$ cat config.mk
export PLATFORM = sky130hd
export DESIGN_NAME = xy_linear_move_interpolator
export DESIGN_NICKNAME = d
export VERILOG_FILES = /design/src/xylmi_pkg.sv /design/src/xylmi_ctrl.sv /design/src/xylmi_dp.sv /design/src/xy_linear_move_interpolator.sv
export SDC_FILE = /design/constraint.sdc
export NUM_CORES = 2
export LEC_CHECK = 0
export BUFFER_PORTS_ARGS = -buffer_cell sky130_fd_sc_hd__buf_2
export CORE_ASPECT_RATIO = 0.5
export CORE_MARGIN = 4
export CORE_UTILIZATION = 45
export CTS_CLUSTER_DIAMETER = 50
export CTS_CLUSTER_SIZE = 25
export DETAILED_ROUTE_END_ITERATION = 7
export PLACE_DENSITY_LB_ADDON = 0.3
export SLEW_MARGIN = 20
export SYNTH_ARGS = -nofsm -noshare
export SYNTH_HDL_FRONTEND = slang
export SYNTH_HIERARCHICAL = 1
export SYNTH_SLANG_ARGS = --single-unit
export TNS_END_PERCENT = 10
$ cat constraint.sdc
create_clock -name clk -period 25.5 [get_ports clk]
set_input_delay 2.55 -clock clk [delete_from_list [all_inputs] [get_ports clk]]
set_output_delay 2.55 -clock clk [all_outputs]
set_load 0.02 [all_outputs]
$ cat src/xylmi_pkg.sv
// ----------------------------------------------------------------------------
// xylmi_pkg
// Shared widths, codes and types for the two-axis linear move interpolator.
// ----------------------------------------------------------------------------
package xylmi_pkg;

    localparam int POS_BITS   = 24;
    localparam int FRAC_BITS  = 16;
    localparam int ACC_BITS   = 40;
    localparam int RATE_BITS  = 16;
    localparam int TICK_BITS  = 32;
    localparam int DIFF_BITS  = POS_BITS + 1;
    localparam int SQ_BITS    = 2 * DIFF_BITS;
    localparam int ROOT_BITS  = DIFF_BITS;
    localparam int PROD_BITS  = RATE_BITS + ROOT_BITS;
    localparam int SNUM_BITS  = DIFF_BITS + FRAC_BITS;
    localparam int NUM_BITS   = (PROD_BITS > SNUM_BITS) ? PROD_BITS : SNUM_BITS;
    localparam int SQRT_STEPS = ROOT_BITS;
    localparam int DIV_STEPS  = NUM_BITS;
    localparam int CNT_BITS   = 6;
    localparam int CFG_IDX_BITS = 2;

    localparam logic [RATE_BITS-1:0] RATE_RESET = RATE_BITS'(500);

    localparam logic [CFG_IDX_BITS-1:0] CFG_FEEDRATE  = CFG_IDX_BITS'(0);
    localparam logic [CFG_IDX_BITS-1:0] CFG_TICK_RATE = CFG_IDX_BITS'(1);
    localparam logic [CFG_IDX_BITS-1:0] CFG_RELATIVE  = CFG_IDX_BITS'(2);

    typedef enum logic [3:0] {
        S_IDLE, S_SQX, S_SQY, S_SQRT, S_MUL, S_DINIT_T, S_DIV_T,
        S_DINIT_X, S_DIV_X, S_DINIT_Y, S_DIV_Y, S_FIN, S_RESP
    } state_t;

    typedef enum logic [3:0] {
        DP_NONE, DP_ITEM, DP_SQX, DP_SQY, DP_SQRT, DP_MUL, DP_DINIT_T,
        DP_DIV, DP_DINIT_X, DP_DINIT_Y, DP_FIN, DP_RESP
    } dp_op_t;

    typedef struct packed {
        dp_op_t op;
    } dp_cmd_t;

    typedef struct packed {
        logic busy;
        logic out_free;
        logic move_start;
    } dp_sts_t;

endpackage

$ cat src/xylmi_ctrl.sv
// ----------------------------------------------------------------------------
// xylmi_ctrl
// Sequencer for request handling, square root and the shared divider.
// ----------------------------------------------------------------------------
module xylmi_ctrl (
    input  logic                clk,
    input  logic                rst_n,
    input  logic                in_valid,
    input  xylmi_pkg::dp_sts_t  sts,
    output xylmi_pkg::dp_cmd_t  cmd,
    output logic                in_stall
);

    xylmi_pkg::state_t state_reg, state_next;
    logic [xylmi_pkg::CNT_BITS-1:0] cnt_reg, cnt_next;
    logic accept;
    logic cnt_zero;

    assign in_stall = !((state_reg == xylmi_pkg::S_IDLE) && sts.out_free);
    assign accept   = in_valid && !in_stall;
    assign cnt_zero = (cnt_reg == '0);

    always_comb
    begin
        state_next = state_reg;
        unique case (state_reg)
            xylmi_pkg::S_IDLE:    if (accept && sts.move_start) state_next = xylmi_pkg::S_SQX;
            xylmi_pkg::S_SQX:     state_next = xylmi_pkg::S_SQY;
            xylmi_pkg::S_SQY:     state_next = xylmi_pkg::S_SQRT;
            xylmi_pkg::S_SQRT:    if (cnt_zero) state_next = xylmi_pkg::S_MUL;
            xylmi_pkg::S_MUL:     state_next = xylmi_pkg::S_DINIT_T;
            xylmi_pkg::S_DINIT_T: state_next = xylmi_pkg::S_DIV_T;
            xylmi_pkg::S_DIV_T:   if (cnt_zero) state_next = xylmi_pkg::S_DINIT_X;
            xylmi_pkg::S_DINIT_X: state_next = xylmi_pkg::S_DIV_X;
            xylmi_pkg::S_DIV_X:   if (cnt_zero) state_next = xylmi_pkg::S_DINIT_Y;
            xylmi_pkg::S_DINIT_Y: state_next = xylmi_pkg::S_DIV_Y;
            xylmi_pkg::S_DIV_Y:   if (cnt_zero) state_next = xylmi_pkg::S_FIN;
            xylmi_pkg::S_FIN:     state_next = xylmi_pkg::S_RESP;
            xylmi_pkg::S_RESP:    if (sts.out_free) state_next = xylmi_pkg::S_IDLE;
            default:              state_next = xylmi_pkg::S_IDLE;
        endcase
    end

    always_comb
    begin
        cmd.op = xylmi_pkg::DP_NONE;
        unique case (state_reg)
            xylmi_pkg::S_IDLE:    if (accept) cmd.op = xylmi_pkg::DP_ITEM;
            xylmi_pkg::S_SQX:     cmd.op = xylmi_pkg::DP_SQX;
            xylmi_pkg::S_SQY:     cmd.op = xylmi_pkg::DP_SQY;
            xylmi_pkg::S_SQRT:    cmd.op = xylmi_pkg::DP_SQRT;
            xylmi_pkg::S_MUL:     cmd.op = xylmi_pkg::DP_MUL;
            xylmi_pkg::S_DINIT_T: cmd.op = xylmi_pkg::DP_DINIT_T;
            xylmi_pkg::S_DIV_T,
            xylmi_pkg::S_DIV_X,
            xylmi_pkg::S_DIV_Y:   cmd.op = xylmi_pkg::DP_DIV;
            xylmi_pkg::S_DINIT_X: cmd.op = xylmi_pkg::DP_DINIT_X;
            xylmi_pkg::S_DINIT_Y: cmd.op = xylmi_pkg::DP_DINIT_Y;
            xylmi_pkg::S_FIN:     cmd.op = xylmi_pkg::DP_FIN;
            xylmi_pkg::S_RESP:    if (sts.out_free) cmd.op = xylmi_pkg::DP_RESP;
            default:              cmd.op = xylmi_pkg::DP_NONE;
        endcase
    end

    // Iteration counter for the square root and the divider passes.
    always_comb
    begin
        cnt_next = cnt_reg;
        case (state_reg)
            xylmi_pkg::S_SQY:
                cnt_next = xylmi_pkg::CNT_BITS'(xylmi_pkg::SQRT_STEPS - 1);
            xylmi_pkg::S_DINIT_T, xylmi_pkg::S_DINIT_X, xylmi_pkg::S_DINIT_Y:
                cnt_next = xylmi_pkg::CNT_BITS'(xylmi_pkg::DIV_STEPS - 1);
            xylmi_pkg::S_SQRT, xylmi_pkg::S_DIV_T, xylmi_pkg::S_DIV_X, xylmi_pkg::S_DIV_Y:
                cnt_next = cnt_reg - 1'b1;
            default:
                cnt_next = cnt_reg;
        endcase
    end

    always_ff @(posedge clk or negedge rst_n)
    begin
        if (!rst_n)
        begin
            state_reg <= xylmi_pkg::S_IDLE;
            cnt_reg   <= '0;
        end
        else
        begin
            state_reg <= state_next;
            cnt_reg   <= cnt_next;
        end
    end

endmodule

$ cat src/xylmi_dp.sv
// ----------------------------------------------------------------------------
// xylmi_dp
// Datapath: configuration, move set-up arithmetic, setpoint accumulation.
// ----------------------------------------------------------------------------
module xylmi_dp (
    input  logic                                  clk,
    input  logic                                  rst_n,
    input  xylmi_pkg::dp_cmd_t                    cmd,
    output xylmi_pkg::dp_sts_t                    sts,
    input  logic                                  cfg_we,
    input  logic [xylmi_pkg::CFG_IDX_BITS-1:0]    cfg_index,
    input  logic [xylmi_pkg::RATE_BITS-1:0]       cfg_data,
    input  logic                                  req_type,
    input  logic signed [xylmi_pkg::POS_BITS-1:0] target_x,
    input  logic signed [xylmi_pkg::POS_BITS-1:0] target_y,
    input  logic signed [xylmi_pkg::POS_BITS-1:0] measured_x,
    input  logic signed [xylmi_pkg::POS_BITS-1:0] measured_y,
    input  logic                                  out_stall,
    output logic                                  out_valid,
    output logic signed [xylmi_pkg::ACC_BITS-1:0] goal_x,
    output logic signed [xylmi_pkg::ACC_BITS-1:0] goal_y,
    output logic                                  moving,
    output logic                                  move_done,
    output logic                                  move_refused
);

    localparam int AB = xylmi_pkg::ACC_BITS;
    localparam int DB = xylmi_pkg::DIFF_BITS;
    localparam int NB = xylmi_pkg::NUM_BITS;
    localparam int TB = xylmi_pkg::TICK_BITS;
    localparam int RB = xylmi_pkg::ROOT_BITS;

    logic [xylmi_pkg::RATE_BITS-1:0] feedrate_reg, tick_rate_reg;
    logic                            relative_reg;

    logic signed [AB-1:0] acc_x_reg, acc_y_reg, step_x_reg, step_y_reg;
    logic [TB-1:0]        total_reg, done_reg;
    logic                 busy_reg;

    logic signed [DB-1:0] dx_reg, dy_reg;
    logic [DB-1:0]        mag_x, mag_y, sq_op;
    logic [xylmi_pkg::SQ_BITS-1:0] sq_reg, sq_prod;
    logic [RB-1:0]        root_reg;
    logic [RB+1:0]        srem_reg, srem_shift, strial;
    logic [xylmi_pkg::PROD_BITS-1:0] prod_reg;
    logic [NB-1:0]        quo_reg;
    logic [TB:0]          drem_reg, drem_shift;
    logic [TB-1:0]        dvs_reg, ticks_sat;
    logic [xylmi_pkg::RATE_BITS-1:0] fr_eff;

    logic out_valid_reg, out_done_reg, out_refused_reg, out_moving_reg;
    logic signed [AB-1:0] out_x_reg, out_y_reg;

    logic signed [DB-1:0] dx_in, dy_in;
    logic signed [AB-1:0] acc_x_tick, acc_y_tick;
    logic tick_step, tick_fin;

    function automatic logic signed [AB-1:0] sat_add(input logic signed [AB-1:0] a,
                                                      input logic signed [AB-1:0] b);
        logic signed [AB:0] s;
        s = {a[AB-1], a} + {b[AB-1], b};
        if (s[AB] != s[AB-1])
            return s[AB] ? {1'b1, {(AB-1){1'b0}}} : {1'b0, {(AB-1){1'b1}}};
        return s[AB-1:0];
    endfunction

    function automatic logic signed [AB-1:0] make_step(input logic [NB-1:0] q,
                                                        input logic neg,
                                                        input logic zero);
        logic [NB-1:0] lim;
        logic [NB-1:0] qs;
        lim = NB'(1) << (AB - 1);
        qs  = q;
        if (zero)
            return '0;
        if (neg)
        begin
            if (qs > lim)
                qs = lim;
            return -(AB'(qs));
        end
        if (qs > lim - 1'b1)
            qs = lim - 1'b1;
        return AB'(qs);
    endfunction

    assign mag_x  = dx_reg[DB-1] ? DB'(-dx_reg) : DB'(dx_reg);
    assign mag_y  = dy_reg[DB-1] ? DB'(-dy_reg) : DB'(dy_reg);
    assign sq_op  = (cmd.op == xylmi_pkg::DP_SQX) ? mag_x : mag_y;
    assign sq_prod = sq_op * sq_op;

    assign srem_shift = {srem_reg[RB-1:0], sq_reg[xylmi_pkg::SQ_BITS-1 -: 2]};
    assign strial     = {root_reg, 2'b01};

    assign drem_shift = {drem_reg[TB-1:0], quo_reg[NB-1]};
    assign ticks_sat  = (quo_reg[NB-1:TB] != '0) ? {TB{1'b1}} : quo_reg[TB-1:0];
    assign fr_eff     = (feedrate_reg == '0) ? xylmi_pkg::RATE_BITS'(1) : feedrate_reg;

    assign dx_in = relative_reg ? DB'(target_x) : (DB'(target_x) - DB'(measured_x));
    assign dy_in = relative_reg ? DB'(target_y) : (DB'(target_y) - DB'(measured_y));

    assign tick_step  = !req_type && busy_reg && (done_reg != total_reg);
    assign tick_fin   = !req_type && busy_reg && (done_reg == total_reg);
    assign acc_x_tick = tick_step ? sat_add(acc_x_reg, step_x_reg) : acc_x_reg;
    assign acc_y_tick = tick_step ? sat_add(acc_y_reg, step_y_reg) : acc_y_reg;

    assign sts.busy       = busy_reg;
    assign sts.out_free   = !out_valid_reg || !out_stall;
    assign sts.move_start = req_type && !busy_reg;

    assign out_valid    = out_valid_reg;
    assign goal_x       = out_x_reg;
    assign goal_y       = out_y_reg;
    assign moving       = out_moving_reg;
    assign move_done    = out_done_reg;
    assign move_refused = out_refused_reg;

    always_ff @(posedge clk or negedge rst_n)
    begin
        if (!rst_n)
        begin
            feedrate_reg  <= xylmi_pkg::RATE_RESET;
            tick_rate_reg <= xylmi_pkg::RATE_RESET;
            relative_reg  <= 1'b0;
            acc_x_reg     <= '0;
            acc_y_reg     <= '0;
            step_x_reg    <= '0;
            step_y_reg    <= '0;
            total_reg     <= '0;
            done_reg      <= '0;
            busy_reg      <= 1'b0;
            out_valid_reg <= 1'b0;
        end
        else
        begin
            if (cfg_we)
            begin
                unique case (cfg_index)
                    xylmi_pkg::CFG_FEEDRATE:  feedrate_reg  <= cfg_data;
                    xylmi_pkg::CFG_TICK_RATE: tick_rate_reg <= cfg_data;
                    xylmi_pkg::CFG_RELATIVE:  relative_reg  <= cfg_data[0];
                    default:                  ;
                endcase
            end
            if (out_valid_reg && !out_stall)
                out_valid_reg <= 1'b0;
            case (cmd.op)
                xylmi_pkg::DP_ITEM:
                begin
                    if (!(req_type && !busy_reg))
                    begin
                        out_valid_reg <= 1'b1;
                        acc_x_reg     <= acc_x_tick;
                        acc_y_reg     <= acc_y_tick;
                        if (tick_step)
                            done_reg <= done_reg + 1'b1;
                        if (tick_fin)
                            busy_reg <= 1'b0;
                    end
                end
                xylmi_pkg::DP_DINIT_X:
                    total_reg <= ticks_sat;
                xylmi_pkg::DP_DINIT_Y:
                    step_x_reg <= make_step(quo_reg, dx_reg[DB-1], total_reg == '0);
                xylmi_pkg::DP_FIN:
                begin
                    step_y_reg <= make_step(quo_reg, dy_reg[DB-1], total_reg == '0);
                    done_reg   <= '0;
                    busy_reg   <= 1'b1;
                end
                xylmi_pkg::DP_RESP:
                    out_valid_reg <= 1'b1;
                default:
                    ;
            endcase
        end
    end

    // Payload and working registers.
    always_ff @(posedge clk)
    begin
        case (cmd.op)
            xylmi_pkg::DP_ITEM:
            begin
                dx_reg          <= dx_in;
                dy_reg          <= dy_in;
                out_x_reg       <= acc_x_tick;
                out_y_reg       <= acc_y_tick;
                out_moving_reg  <= busy_reg && !tick_fin;
                out_done_reg    <= tick_fin;
                out_refused_reg <= req_type && busy_reg;
            end
            xylmi_pkg::DP_SQX:
                sq_reg <= sq_prod;
            xylmi_pkg::DP_SQY:
            begin
                sq_reg   <= sq_reg + sq_prod;
                root_reg <= '0;
                srem_reg <= '0;
            end
            xylmi_pkg::DP_SQRT:
            begin
                sq_reg <= {sq_reg[xylmi_pkg::SQ_BITS-3:0], 2'b00};
                if (srem_shift >= strial)
                begin
                    srem_reg <= srem_shift - strial;
                    root_reg <= {root_reg[RB-2:0], 1'b1};
                end
                else
                begin
                    srem_reg <= srem_shift;
                    root_reg <= {root_reg[RB-2:0], 1'b0};
                end
            end
            xylmi_pkg::DP_MUL:
                prod_reg <= tick_rate_reg * root_reg;
            xylmi_pkg::DP_DINIT_T:
            begin
                quo_reg  <= NB'(prod_reg);
                drem_reg <= '0;
                dvs_reg  <= TB'(fr_eff);
            end
            xylmi_pkg::DP_DIV:
            begin
                if (drem_shift >= {1'b0, dvs_reg})
                begin
                    drem_reg <= drem_shift - {1'b0, dvs_reg};
                    quo_reg  <= {quo_reg[NB-2:0], 1'b1};
                end
                else
                begin
                    drem_reg <= drem_shift;
                    quo_reg  <= {quo_reg[NB-2:0], 1'b0};
                end
            end
            xylmi_pkg::DP_DINIT_X:
            begin
                quo_reg  <= NB'({mag_x, {xylmi_pkg::FRAC_BITS{1'b0}}});
                drem_reg <= '0;
                dvs_reg  <= ticks_sat;
            end
            xylmi_pkg::DP_DINIT_Y:
            begin
                quo_reg  <= NB'({mag_y, {xylmi_pkg::FRAC_BITS{1'b0}}});
                drem_reg <= '0;
            end
            xylmi_pkg::DP_RESP:
            begin
                out_x_reg       <= acc_x_reg;
                out_y_reg       <= acc_y_reg;
                out_moving_reg  <= 1'b1;
                out_done_reg    <= 1'b0;
                out_refused_reg <= 1'b0;
            end
            default:
                ;
        endcase
    end

endmodule

$ cat src/xy_linear_move_interpolator.sv
// ----------------------------------------------------------------------------
// xy_linear_move_interpolator
// Two-axis straight-line move interpolator with Q.16 setpoint outputs.
// ----------------------------------------------------------------------------
//  Channel   Handshake            Payload
//  request   in_valid / in_stall  req_type, target_x/y, measured_x/y
//  result    out_valid/out_stall  goal_x/y, moving, move_done, move_refused
//  config    cfg_we               cfg_index, cfg_data
//
// A tick request, and a move request refused while a move runs, are served
// in the idle state. A move request that starts a move runs through the
// squaring of both differences on the shared multiplier, 25 square root
// iterations, the rate product, and three bit-serial divider passes.
// Reset clears all control state and restores the configuration defaults.
// A request is taken only in the idle state with the result register empty
// or draining in the same cycle, so a stalled result holds back requests.
// ----------------------------------------------------------------------------
module xy_linear_move_interpolator (
    input  logic                                  clk,
    input  logic                                  rst_n,
    input  logic                                  cfg_we,
    input  logic [xylmi_pkg::CFG_IDX_BITS-1:0]    cfg_index,
    input  logic [xylmi_pkg::RATE_BITS-1:0]       cfg_data,
    input  logic                                  in_valid,
    output logic                                  in_stall,
    input  logic                                  req_type,
    input  logic signed [xylmi_pkg::POS_BITS-1:0] target_x,
    input  logic signed [xylmi_pkg::POS_BITS-1:0] target_y,
    input  logic signed [xylmi_pkg::POS_BITS-1:0] measured_x,
    input  logic signed [xylmi_pkg::POS_BITS-1:0] measured_y,
    output logic                                  out_valid,
    input  logic                                  out_stall,
    output logic signed [xylmi_pkg::ACC_BITS-1:0] goal_x,
    output logic signed [xylmi_pkg::ACC_BITS-1:0] goal_y,
    output logic                                  moving,
    output logic                                  move_done,
    output logic                                  move_refused
);

    // The controller sequences the move set-up; the datapath holds the configuration, move and result state.
    xylmi_pkg::dp_cmd_t cmd;
    xylmi_pkg::dp_sts_t sts;

    xylmi_ctrl u_ctrl (
        .clk      (clk),
        .rst_n    (rst_n),
        .in_valid (in_valid),
        .sts      (sts),
        .cmd      (cmd),
        .in_stall (in_stall)
    );

    xylmi_dp u_dp (
        .clk          (clk),
        .rst_n        (rst_n),
        .cmd          (cmd),
        .sts          (sts),
        .cfg_we       (cfg_we),
        .cfg_index    (cfg_index),
        .cfg_data     (cfg_data),
        .req_type     (req_type),
        .target_x     (target_x),
        .target_y     (target_y),
        .measured_x   (measured_x),
        .measured_y   (measured_y),
        .out_stall    (out_stall),
        .out_valid    (out_valid),
        .goal_x       (goal_x),
        .goal_y       (goal_y),
        .moving       (moving),
        .move_done    (move_done),
        .move_refused (move_refused)
    );

    // A completing tick always leaves the block idle.
    a_done_idle: assert property (@(posedge clk) disable iff (!rst_n)
        out_valid && move_done |-> !moving)
        else $error("move_done reported while still moving");

    // A refusal only happens during a move and never with an ack.
    a_refuse_busy: assert property (@(posedge clk) disable iff (!rst_n)
        out_valid && move_refused |-> moving && !move_done)
        else $error("move_refused reported while idle");

    // Starting a move occupies the sequencer for the following cycle.
    a_start_blocks: assert property (@(posedge clk) disable iff (!rst_n)
        in_valid && !in_stall && req_type && !sts.busy |=> in_stall)
        else $error("request taken during move set-up");

endmodule
# == After elaboration in Yosys (flattened, before gate mapping) ==
# Cells that the tools add are included.
# classes
addsub,13
multipliers,2
order_cmp,5
eq_ne,38
n_mux,83
n_bitwise,1
n_reduce_logical,42
# op_table
op,n
$mux W40,17
$mux W41,13
$pmux W32 S2,3
$pmux W41 S4,1
$pmux W40 S2,2
$mux W25,6
$pmux W50 S3,1
$mux W32,4
$pmux W25 S2,2
$add A40 B40 Y41,2
$gt A41 B39 Y1 const B,2
$neg A40 Y40,2
$pmux W4 S13,1
$add A50 B50 Y50,1
$mul A25 B25 Y50,1
$neg A25 Y25,2
$sub A24 B24 Y25,2
$pmux W4 S11,1
$gt A41 B40 Y1 const B,1
$mul A16 B25 Y41,1
$eq A4 B4 Y1 const B,9
$ge A33 B32 Y1,1
$add A32 B1 Y32 const B,1
$eq A32 B32 Y1,1
other kinds (36),107
# totals
reg_bits,648
out_inout_bits,85
elab_cells,211

# == Logic depth before layout (Yosys ltp) ==
# logic_depth
word_depth,17
depth_mapped,52

# == Hierarchy ==
# Netlist, hierarchy kept.
# by_module_without_submodules
module,n_inst,cells_each,area_per_inst_um2,seq_area_each_um2
xylmi_dp,1,7726,70563.9,17877.1
xylmi_ctrl,1,111,928.4,250.2

# == Worst setup path after synthesis ==
# OpenSTA, ideal clock, no wires.
# synth_path
path_kind,input to register
from,input port out_stall
to,"register u_dp/sq_reg[48] in the netlist's numbering, data pin"
setup_time_ps,267
t_arrival_ps,13513
required_ps,25233
setup_slack_ps,11720
cell_stages,49
path_buffers,5
path_cell_list,nand2_1 -> a211oi_1 -> o32ai_1 -> buf_2 -> nand2b_1 -> nor3_1 -> clkbuf_1 -> clkbuf_1 -> o21ai_0 -> inv_1 -> buf_1 -> nand2_1 -> fa_1 -> inv_1 -> fa_1 -> inv_1 -> fa_1 -> inv_1 -> [13 not listed] -> nand3_1 -> nand2_1 -> a21o_1 -> a21oi_1 -> xnor2_1 -> ha_1 -> clkbuf_1 -> a21o_1 -> a21oi_1 -> o21a_1 -> nor4b_1 -> a211o_1 -> a21oi_1 -> a31oi_1 -> o21ai_0 -> a221oi_1 -> xor2_1 -> o21ai_0
# synth_rtl
element,line,rtl
from (decl),xy_linear_move_interpolator.sv:32,"input logic out_stall,"
to (signal assigned),xylmi_dp.sv:194,sq_reg <= sq_prod;
to (signal assigned),xylmi_dp.sv:197,sq_reg <= sq_reg + sq_prod;
to (signal assigned),xylmi_dp.sv:203,"sq_reg <= {sq_reg[xylmi_pkg::SQ_BITS-3:0], 2'b00};"
to (decl),xylmi_dp.sv:42,"logic [xylmi_pkg::SQ_BITS-1:0] sq_reg, sq_prod;"

==> impl_metrics.ini <==
[placed_design]
placed_cell_area_mm2 = 0.0746
port_buffers = 204
place_congestion = 0.938
hpwl_um = 154000

[sta]
setup-tns-final_ns = 0
post-route-min-period_ns = 15.04
fmax_mhz = 66.5
fin_skew_ns = 0.0586
relSlewSlack_pct = 18.9
holdWs_ns = 0.482
slew_violations = 0
post-route-period-util_pct = 59.0
rsz0062_at_grt = no
tightest_slew_ns = 1.22
finalSetupViolCount = 0
hold_viol_final = 0

[clock_network]
cts_hold_buf = 0
clockBufferDepth = 3
ctsRootBufferMaster = clkbuf_16
cts_made_buffers = 68
cts_setup_buffers = 0
ctsResizeCount = 0
clk_pin_slew_ns = 0.06
clock_sinks = 648
clock_latency_ns = 0.69
cts_max_level = 3
cts_tree = done

[synthesis]
yosysWarnings = 6
syn_inst = 7836
syn-cell-area_mm2 = 0.0715
syn_area_per_cell_um2 = 9.12

[worst_setup_path]
slowest_stage = clkinv_1
rr_endpoint = u_dp/sq_reg[48]
worstSetupPathType = in -> reg
crit_top_cell = fa_1
max_stage_delay_ns = 0.90
worstPathArrival_ns = 15.39
cp_top_family = compound AO/OA/AOI/OAI gates
worst-path-max-fanout = 44
r2r_start = u_ctrl/state_reg[0]
worstRegToRegCells = 43
worstPathRequired_ns = 25.85
critPathCaptureType = flop
worst-path-buf-inv = 9
start_kind = primary input
ff2ff_setup_slack_ns = 11.78

[grt]
grt_max_degree = 80
grt_antenna_before_repair = 1
grt_pass1_vias = 55700
grtUsageTotal_pct = 24.1
grt_pass1_wl_um = 317000
grt-ovfl-total = 0

[cells_and_area]
antenna_cells = 0
design_area_mm2 = 0.0772
layout-drive-gt1-share_pct = 7.37
largest_register_ff_count = 50
final_common_cell = inv_1
final_util_pct = 48.9
area_growth_syn_to_layout_pct = 8.00
finalNetCount = 9301
final_cell_mix = inv_1, nand2_1, fa_1

[floorplanning]
rows = 103
io_pins = 205
die_x_um = 572
initial_core_util_pct = 45.3
core_area_mm2 = 0.158
dieArea_mm2 = 0.166
die_h_um = 290

[hold_path]
hold_end = u_dp/step_x_reg[34]
hold_depth = 2
hp-start = u_dp/step_x_reg[34]
hold_path.class = reg -> reg

[routing]
dr.pass1.iters = 7
via_per_inst = 5.61
drtIter0Drc = 4272
drcViolationCount = 0
drtAntennaViolNets = 0
drt-total-wl_um = 201000
vias = 56200
routedWlPerCell_um = 20.0

[status]
outcome = completed

[run]
maxCapViolations = 0
[routing by layer]
layer  up-vias  GRT usage (%)  wire, um
li1      26100              -         -
met1     27900           32.4     84500
met2      1883           39.1     93700
met3       373           5.08     15900
met4         0           7.41      6630
met5         -              0         0
[how the worst max path moves through the flow]
| stage | startpoint | endpoint | slack, ns | cells after the start |
|---|---|---|---|---|
| 3_3_place_gp | out_stall | u_dp/sq_reg[48] | 10.27 | 46 |
| 2_1_floorplan | out_stall | u_dp/sq_reg[48] | 11.72 | 49 |
| 4_1_cts | out_stall | u_dp/sq_reg[48] | 10.55 | 46 |
| 3_5_place_dp | out_stall | u_dp/sq_reg[48] | 9.87 | 46 |
| 5_1_grt | out_stall | u_dp/sq_reg[48] | 9.45 | 46 |
| 6_report | out_stall | u_dp/sq_reg[48] | 10.46 | 46 |
[tightest hold or removal path, stage by stage, from the launching register on]
cell,delay [ns]
dfrtp_1,0.34
nand2_1,0.05
nand2_1,0.05
[final cells by class]
cell class | instances | area [um^2]
multi-input combinational | 5635 | 47600
tap | 2100 | 2630
clock inverter | 49 | 719
inverter | 1202 | 4510
fill | 14700 | 80700
timing repair buffer | 301 | 1790
sequential | 648 | 18100
clock buffer | 77 | 1820
[through the flow]
step	std cells	setup slack, ns
finish	10000	10.46
global route	10000	9.45
CTS	10000	10.55
detailed placement	9884	9.87
global placement	9884	10.27
floorplan	7852	11.72
Power is left out: the tool's default activity adds up to more than one toggle a clock period on the data nets, which glitch-free logic cannot reach.
